$ cat src/fcte_pkg.sv
// ----------------------------------------------------------------------------
// fcte_pkg: shared types and constants of the cluster table engine
// request kinds, status codes, entry marks and the front-to-back request
// ----------------------------------------------------------------------------
`default_nettype none
package fcte_pkg;
    localparam int unsigned TABLE_DEPTH_DEF = 4096;
    localparam int unsigned COUNT_W = 12;
    localparam int unsigned ENTRY_W = 28;
    localparam logic [11:0] COUNT_RESET = 12'd4094;
    localparam logic [27:0] END_OF_CHAIN = 28'hFFFFFFF;
    localparam logic [27:0] END_MARK_LOW = 28'hFFFFFF8;
    localparam logic [27:0] MIN_CLUSTER = 28'd2;

    // register index of the cluster count
    localparam logic [1:0] REG_COUNT = 2'd0;

    typedef enum logic [1:0] {
        K_LOOKUP = 2'd0,
        K_SET    = 2'd1,
        K_ALLOC  = 2'd2,
        K_FREE   = 2'd3
    } t_kind;

    localparam logic [1:0] ST_OK = 2'd0;
    localparam logic [1:0] ST_RANGE = 2'd1;
    localparam logic [1:0] ST_LOOP = 2'd2;

    // classified request handed from front to back
    typedef struct packed {
        t_kind       kind;
        logic [27:0] cluster;
        logic [27:0] value;
        logic        in_range;
    } t_req;
endpackage
`default_nettype wire

$ cat src/fcte_front.sv
// ----------------------------------------------------------------------------
// fcte_front: request intake, range check and two-entry request queue
// classifies each item against the cluster limit and queues it for the back
// ----------------------------------------------------------------------------
`default_nettype none
module fcte_front (
    input  wire logic                 i_clk,
    input  wire logic                 i_rst_n,
    input  wire logic                 i_valid,
    output logic                      o_ready,
    input  wire logic [1:0]           i_kind,
    input  wire logic [27:0]          i_cluster,
    input  wire logic [27:0]          i_value,
    input  wire logic [27:0]          i_limit,
    output logic                      o_req_valid,
    input  wire logic                 i_req_ready,
    output fcte_pkg::t_req            o_req
);
    import fcte_pkg::*;

    t_req       r_q [2];
    logic       r_wp, r_rp;
    logic [1:0] r_cnt;
    t_req       n_req;
    logic       w_push, w_pop;

    // classify the incoming item
    always_comb begin
        n_req.kind     = t_kind'(i_kind);
        n_req.cluster  = i_cluster;
        n_req.value    = i_value;
        n_req.in_range = (i_cluster >= MIN_CLUSTER) && (i_cluster < i_limit);
    end

    assign o_ready     = (r_cnt != 2'd2);
    assign w_push      = i_valid && o_ready;
    assign o_req_valid = (r_cnt != 2'd0);
    assign w_pop       = o_req_valid && i_req_ready;
    assign o_req       = r_q[r_rp];

    // queue storage
    always_ff @(posedge i_clk) begin
        if (w_push) begin
            r_q[r_wp] <= n_req;
        end
    end

    // queue pointers
    always_ff @(posedge i_clk) begin
        if (!i_rst_n) begin
            r_wp <= 1'b0;
            r_rp <= 1'b0;
            r_cnt <= 2'd0;
        end else begin
            if (w_push) r_wp <= ~r_wp;
            if (w_pop) r_rp <= ~r_rp;
            r_cnt <= r_cnt + {1'b0, w_push} - {1'b0, w_pop};
        end
    end
endmodule
`default_nettype wire

$ cat config.mk
export PLATFORM = sky130hd
export DESIGN_NAME = fcte_front
export DESIGN_NICKNAME = d
export VERILOG_FILES = /design/src/fcte_pkg.sv /design/src/fcte_front.sv
export SDC_FILE = /design/constraint.sdc
export NUM_CORES = 1
export LEC_CHECK = 0
export BUFFER_PORTS_ARGS = -buffer_cell sky130_fd_sc_hd__buf_2
export CAP_MARGIN = 0
export CORE_ASPECT_RATIO = 1.1
export CORE_MARGIN = 1
export CORE_UTILIZATION = 52
export DETAILED_ROUTE_END_ITERATION = 12
export PLACE_DENSITY = 0.9
export SYNTH_ARGS = -nofsm -noshare
export SYNTH_HDL_FRONTEND = slang
export SYNTH_SLANG_ARGS = --single-unit
$ cat constraint.sdc
create_clock -name i_clk -period 4.5 [get_ports i_clk]
set_clock_uncertainty 0.2 [all_clocks]
set_input_delay 0.225 -clock i_clk [delete_from_list [all_inputs] [get_ports i_clk]]
set_output_delay 0.225 -clock i_clk [all_outputs]
set_load 0.01 [all_outputs]
==> key figures, run 1 <==
Setup path
  • Slowest stage delay, CP: 0.95 ns
  • Worst r2r path cells: 4
  • Critical Path RT: 4.07 ns
  • Slowest cell on crit path: dfxtp_2
  • Worst Path Max Fanout: 40
  • Reg-to-reg startpoint: r_cnt[0]
  • CP arrival: 2.42 ns
  • Delay-heaviest family, CP: flip-flops
  • Crit path capture type: output port
  • R2r setup slk: 2.15 ns
  • CP Launch Type: flop
  • Crit-path cells: buf_4 -> mux2_2 -> buf_2
  • Crit Reg-Reg Endpoint: r_q[0][2]
  • Buf/Inv on CP: 2
  • Worst setup path category: reg2out

Layout
  • Nets: 657
  • Multi-input logic area: 1430 um2
  • Finished Core Util: 75.9%
  • Syn-to-layout area delta: 39.0%
  • Filler cell count: 562
  • Fraction of layout cells with a size suffix above 1: 45.0%
  • Ant diodes: 0
  • Flip-flop and latch area: 3640 um2
  • Final Cell Area: 7240 um2

Global route
  • Global-route wire length before repair: 18700 um
  • Initial antenna violation count: 0
  • All-Layer GR Usage: 24.0%
  • Number of global-route vias before repair: 3747
  • Total grt overflow: 0
  • Largest net degree at the start of global routing: 41

Run
  • Max-cap violations: 0

STA
  • Achievable Freq: 0.352 GHz
  • Pins Over Slew Limit: 0
  • Setup Total Neg Slack: 0 ns
  • Max_slew headroom: 36.7%
  • Final Setup Violations: 0
  • Final min period: 2.84 ns
  • Final-report hold violation count: 0
  • Worst-margin pin slew: 0.950 ns
  • Unrepaired setup endpoints after global routing: false
  • Period utilization: 63.2%

Floorplan
  • CORE AREA: 9540 um2
  • Die H: 107 um
  • Die area: 10400 um2
  • Number of I/O pins: 151
  • # rows: 37
  • Die width: 97.4 um
  • Initial Utilization: 54.6%

Synthesis
  • Register area share after synthesis: 70.0%
  • Synth top area share: 68.1%
  • Cell taking the most area after synthesis: edfxtp_1
  • Cell Area, Synth: 5210 um2
  • Post-synth EDFFs: 118
  • Number of warnings issued by yosys: 0
  • Unique cell type count in the Yosys netlist: 29
  • Top post-synthesis cells by count: edfxtp_1 (118), mux2_2 (59), ha_1 (29)
  • Dominant cell by count in the synthesized netlist: edfxtp_1
  • Synthesized Nets: 432
  • Synth Area per Inst: 16.6 um2
  • Cells after synthesis: 313
  • Ranking of synthesized cells by area: edfxtp_1 (68%), mux2_2 (13%), ha_1 (7.0%)
  • Synth Flop Type: edfxtp_1
  • Flops & latches, synth: 123
  • Asr flop ratio synth: 0%

Min path
  • Worst hold endpoint: r_wp
  • Hold Path Stages: 4
  • HP Start: i_valid
  • Min-delay worst type: in2reg

Route
  • Met2 WL: 6420 um
  • Via count: 3471
  • M1 WL: 4660 um
  • Highest routed layer: met4
  • Post-route antenna net violation count: 0
  • Drc violations: 0
  • 1st-pass router iterations: 4
  • Iteration-0 DRC Markers: 138
  • Wire per inst: 17.9 um
  • Detailed Route WL: 12000 um
  • Met3 wire len: 707 um
  • Via density per instance: 5.20

Clock tree
  • Htree depth: 4
  • Post-CTS resize count: 0
  • Skew-Pair Late Insertion Delay: 0.50 ns
  • Longest Clk Path Bufs: 2
  • CTS buffer count: 17
  • CTS sink count: 123
  • Root buffer cell: clkbuf_8
  • CTS tree: built
  • Clock slew at reported path FFs: 0.06 ns

Power
  • Worst VDD drop: 0.227 mV
  • P_leak: 3.00 nW
  • P per Cell Area: 485 nW/um2

Placed design
  • GPL Wtd Cong: 0.795
  • Area after DPL: 6100 um2
  • DP HPWL: 7630 um
  • PortBufs: 150

Outcome
  • Outcome: finished, final reports clean
worst max path at each step:
stage	startpoint	to	slack (ns)	cells past startpoint
2_1_floorplan	r_cnt[0]	r_q[0][0]	0.71	3
3_3_place_gp	flop	o_req[55]	2.21	3
3_5_place_dp	flop	o_req[54]	2.15	3
4_1_cts	flop	o_req[6]	1.60	3
5_1_grt	flop	o_req[4]	1.52	3
6_report	flop	o_req[4]	1.66	3
per-stage QoR:
stage	power, mW	cells	setup WS (ns)	hold slack [ns]
after floorplan	1.98	313	0.715	0.124
after global placement	2.24	576	2.21	0.216
after CTS	3.53	668	1.60	0.0150
after detailed placement	2.27	576	2.15	0.217
final	3.51	668	1.66	0.0447
after global routing	3.65	668	1.52	0.0612
worst reg2reg max path: stages, from the launching register on:
cell and delay [ns]:
dfxtp_1 0.34, nand2b_1 0.14, nand2_1 0.13, nor2_4 0.64, buf_4 0.54
layout make-up:
cell class / instances / area share (%)
Clock inverter: 15 / 1.73
Clock buffer: 17 / 5.72
Inverter: 28 / 1.45
Multi-Input combinational cell: 155 / 19.7
Timing Repair Buffer: 213 / 19.0
Tap cell: 117 / 2.02
Sequential cell: 123 / 50.4
logic make-up (layout without fill, tap and decap cells):
family	Yosys count	in the layout	share of synthesized area [%]
AND/OR/NAND/NOR	40	40	4.01
AO/OA/AOI/OAI	24	24	3.03
flip-flops	123	123	70.0
XOR/XNOR	3	3	0.505
buffers and inverters	35	273	2.74
multiplexers	59	59	12.8
adder cells (fa/ha/maj)	29	29	6.97
cells in the final DEF (no fill, tap or decap), types with 4 or more instances in the layout:
| master | count |
|---|---|
| clkbuf_16 | 16 |
| nor4_1 | 6 |
| dfxtp_1 | 4 |
| nand2_1 | 10 |
| buf_2 | 150 |
| nand4_1 | 4 |
| nor2_1 | 5 |
| mux2_2 | 59 |
| edfxtp_1 | 118 |
| dlygate4sd3_1 | 60 |
| clkinv_2 | 5 |
| ha_1 | 29 |
| inv_1 | 28 |
| and2_1 | 4 |
| a21o_1 | 5 |
| a21oi_1 | 9 |
routing by layer:
metal / track usage (%) / vias up
met5: 0 / -
met4: 11.2 / 0
met3: 5.74 / 16
met2: 42.7 / 155
met1: 27.3 / 1662
li1: - / 1638
sequential cells by signal (all words and copies together), names as in the netlist, named ones only:
register	flops
r_rp	1
r_cnt	2
r_q	118
r_wp	1
where the power goes:
group	internal (mW)	leakage [nW]	switching (mW)
Combinational	0.399	1.59	0.393
Sequential	1.42	1.14	0.0836
Clock	0.729	0.261	0.481
Total	2.55	3.00	0.957
what timing repair did:
| action | in CTS | in global routing |
|---|---|---|
| hold buffers | 60 | 0 |
| buffers inserted | 0 | 0 |
| hold endpoints to repair | 121 | 0 |
Power figures use the tool's default switching activity.
==> run 2: changes to the inputs <==
ABC_AREA = 1   (was not set)
clock period = 2.76 ns   (was 4.5 ns; I/O delays follow)
==> run 2 against run 1 <==
  * Wire length shrank 4.8%
  * Hold slack better by 0.081 ns
  * Worst setup slack got worse by 1.2 ns
  * Non-clock buffer count up 3
  * Flip-flop and latch count unchanged
  * First-iteration DRC count fell by 2.2%
  * Global-route usage fell by 2.0 points
  * Cell count increased by 7.8%
  * Synthesized area grew 2.7%
  * Clock power up 55%
==> key figures, run 2 <==
Outcome
  • Outcome: finished, final reports clean

Clock tree
  • Longest Clk Path Bufs: 2 (unchanged)
  • Skew-Pair Late Insertion Delay: 0.49 ns (about the same)
  • CTS tree: built
  • Htree depth: 4 (unchanged)
  • Post-CTS resize count: 0 (unchanged)
  • Root buffer cell: clkbuf_8
  • Clock slew at reported path FFs: 0.05 ns (about the same)
  • CTS sink count: 123 (unchanged)
  • CTS buffer count: 17 (unchanged)

Route
  • 1st-pass router iterations: 4 (unchanged)
  • Iteration-0 DRC Markers: 135 (-2.2%)
  • Post-route antenna net violation count: 0 (unchanged)
  • Detailed Route WL: 11400 um (-4.8%)
  • Drc violations: 0 (unchanged)
  • Via count: 3635 (+4.7%)
  • Wire per inst: 15.8 um (-12%)
  • Via density per instance: 5.05 (-2.8%)

Synthesis
  • Synth Area in Simple Gates: 5.69% (+1.7 points)
  • Ranking of synthesized cells by area: edfxtp_1 (66%), mux2_2 (10%), ha_1 (6.8%)
  • Synth Flop Type: edfxtp_1
  • Post-synth EDFFs: 118 (unchanged)
  • Cell Area, Synth: 5350 um2 (+2.7%)
  • Cells after synthesis: 360 (+15%)
  • Synth Area per Inst: 14.8 um2 (-11%)
  • Synthesized Nets: 479 (+11%)
  • Synth top area share: 66.3% (-1.8 points)
  • Register area share after synthesis: 68.2% (-1.8 points)
  • Synthesized-area fraction occupied by adder cells: 6.79% (-0.18 points)
  • Number of warnings issued by yosys: 0 (unchanged)
  • Dominant cell by count in the synthesized netlist: edfxtp_1
  • Asr flop ratio synth: 0% (unchanged)
  • Top post-synthesis cells by count: edfxtp_1 (118), mux2_2 (49), inv_1 (45)
  • Complex-gate fraction of the synthesized area: 1.83% (-1.2 points)
  • Unique cell type count in the Yosys netlist: 17 (-41%)
  • Main combinational cell family by area after synthesis: multiplexers
  • Post-synthesis mux area share: 13.1% (+0.37 points)
  • Flops & latches, synth: 123 (unchanged)
  • Cell taking the most area after synthesis: edfxtp_1
  • Synth Area in XOR/XNOR: 0.164% (-0.34 points)

Setup path
  • Worst setup path category: reg2out
  • CP arrival: 1.93 ns (-0.49 ns)
  • Worst r2r path cells: 9 (+5)
  • Reg-to-reg startpoint: r_cnt[0]
  • CP Launch Type: flop
  • Worst Path Max Fanout: 17 (-57%)
  • Crit Reg-Reg Endpoint: r_cnt[1]
  • Crit path capture type: output port
  • Crit path capture: o_req[45]
  • R2r setup slk: 0.86 ns (-1.29 ns)
  • Critical Path RT: 2.42 ns (-1.65 ns)

Power
  • Internal: 4.25 mW (+66%)
  • P_leak: 3.18 nW (+5.9%)
  • Switching Share: 26.8% (-0.52 points)
  • P per Cell Area: 784 nW/um2 (+62%)
  • Sequential share of power: 42.9% (about the same)
  • Psw: 1.55 mW (+62%)
  • Combinational share of power: 24.7% (+2.1 points)
  • Worst VDD drop: 0.423 mV (+86%)
  • Clk pwr share: 32.4% (-2.1 points)

Global route
  • Largest net degree at the start of global routing: 60 (+46%)
  • All-Layer GR Usage: 22.0% (-2.0 points)
  • Total grt overflow: 0 (unchanged)
  • Initial antenna violation count: 0 (unchanged)
  • Global-route wire length before repair: 17500 um (-6.3%)
  • Number of global-route vias before repair: 3813 (+1.8%)

STA
  • Final-report hold violation count: 0 (unchanged)
  • Final min period: 2.27 ns
  • Final worst slack: 0.491 ns (-1.17 ns)
  • Achievable Freq: 0.441 GHz
  • Max_slew headroom: 68.5% (+32 points)
  • Unrepaired setup endpoints after global routing: false
  • Min Hold Slack: 0.125 ns (+0.0808 ns)
  • Final Setup Violations: 0 (unchanged)
  • Pins Over Slew Limit: 0 (unchanged)
  • Worst-margin pin slew: 0.472 ns (-0.478 ns)
  • Period utilization: 82.2%

Layout
  • Ant diodes: 0 (unchanged)
  • Largest Register: r_q
  • Commonest non-fill, non-tap cell in the layout: buf_2
  • Syn-to-layout area delta: 38.4%
  • Fraction of layout cells with a size suffix above 1: 40.5% (-4.5 points)
  • Final Non-Filler Cells: 720 (+7.8%)
  • Max reg flops: 118 (unchanged)
  • Most frequent cells in the layout: buf_2 (150), edfxtp_1 (118), dlygate4sd3_1 (61)
  • Largest regs: r_q: 118 flops, r_cnt: 2 flops
  • Nets: 707 (+7.6%)

Placed design
  • GPL Wtd Cong: 0.793 (-0.35%)
  • PortBufs: 150 (unchanged)
  • Dpl cells: 628 (+9.0%)
  • DP HPWL: 7050 um (-7.6%)
  • Pre-CTS setup slack: 0.842 ns (-1.31 ns)

Min path
  • Min-delay worst type: in2reg

Floorplan
  • Initial Utilization: 53.8% (-0.80 points)
  • Die area: 10700 um2 (+2.6%)
  • # rows: 38 (+2.7%)
  • Number of I/O pins: 151 (unchanged)
  • CORE AREA: 9940 um2 (+4.2%)
  • Die H: 108 um (+1.3%)
  • Die width: 98.7 um (+1.3%)

Run
  • Max-cap violations: 0 (unchanged)
-- run 2: cell families (layout without fill, tap and decap cells) --
family | Yosys count | in the layout
fa+ha+maj | 29 | 29
compound gates | 19 | 19
flops | 123 | 123
mux | 59 | 59
buf+inv | 52 | 292
xor+xnor | 1 | 1
simple gates | 77 | 77
-- run 2: worst max-delay path, stage by stage (launching register included) --
cell and delay, ns:
dfxtp_2 0.62, buf_4 0.31, mux2_2 0.35, buf_2 0.14
-- run 2: power by group through the flow --
stage / sequential (mW) / clock, mW / combinational, mW
global placement: 2.50 / 0 / 1.32
detailed placement: 2.52 / 0 / 1.36
floorplan: 2.47 / 0 / 0.881
global route: 2.51 / 2.00 / 1.56
finish: 2.49 / 1.88 / 1.43
CTS: 2.49 / 1.92 / 1.43
-- run 2: worst min path at each step --
stage,start,endpoint,slack (ns),cells past startpoint
2_1_floorplan,i_rst_n,r_cnt[0],0.03,2
3_3_place_gp,i_value[11],r_q[0][12],0.13,1
3_5_place_dp,i_value[9],r_q[1][10],0.13,1
4_1_cts,i_limit[0],r_q[1][0],0.12,9
5_1_grt,i_value[3],r_q[0][4],0.15,2
6_report,i_limit[0],r_q[1][0],0.13,9
-- run 2: final cells by class --
class,count,area (um2)
flip-flops and latches,123,3640
fillers,618,2540
multi-input cells,185,1490
repair buffers,216,1440
clock buffers,20,425
inverters,45,169
well taps,120,150
clock inverters,11,80.1
-- run 2: per-stage QoR --
step / setup TNS (ns) / power (mW) / utilization [%] / cell area (um2)
6_report: 0 / 5.80 / 74.4 / 7400
5_1_grt: 0 / 6.06 / 74.4 / 7400
4_1_cts: 0 / 5.84 / 74.4 / 7400
3_5_place_dp: 0 / 3.88 / 63.2 / 6280
3_3_place_gp: 0 / 3.83 / 63.2 / 6280
2_1_floorplan: -2.78 / 3.35 / - / 5350
-- run 2: what timing repair did --
action | CTS | global route
hold buffers | 61 | 0
setup buffers | 0 | 0
hold endpoints to repair | 121 | 0
-- run 2: routing by layer --
layer	vias to the layer above	GRT usage (%)	share of wire, %
met2	148	40.3	53
met1	1715	23.7	39
met5	-	0	0
li1	1748	-	-
met4	0	10.3	2.4
met3	24	6.21	5.3
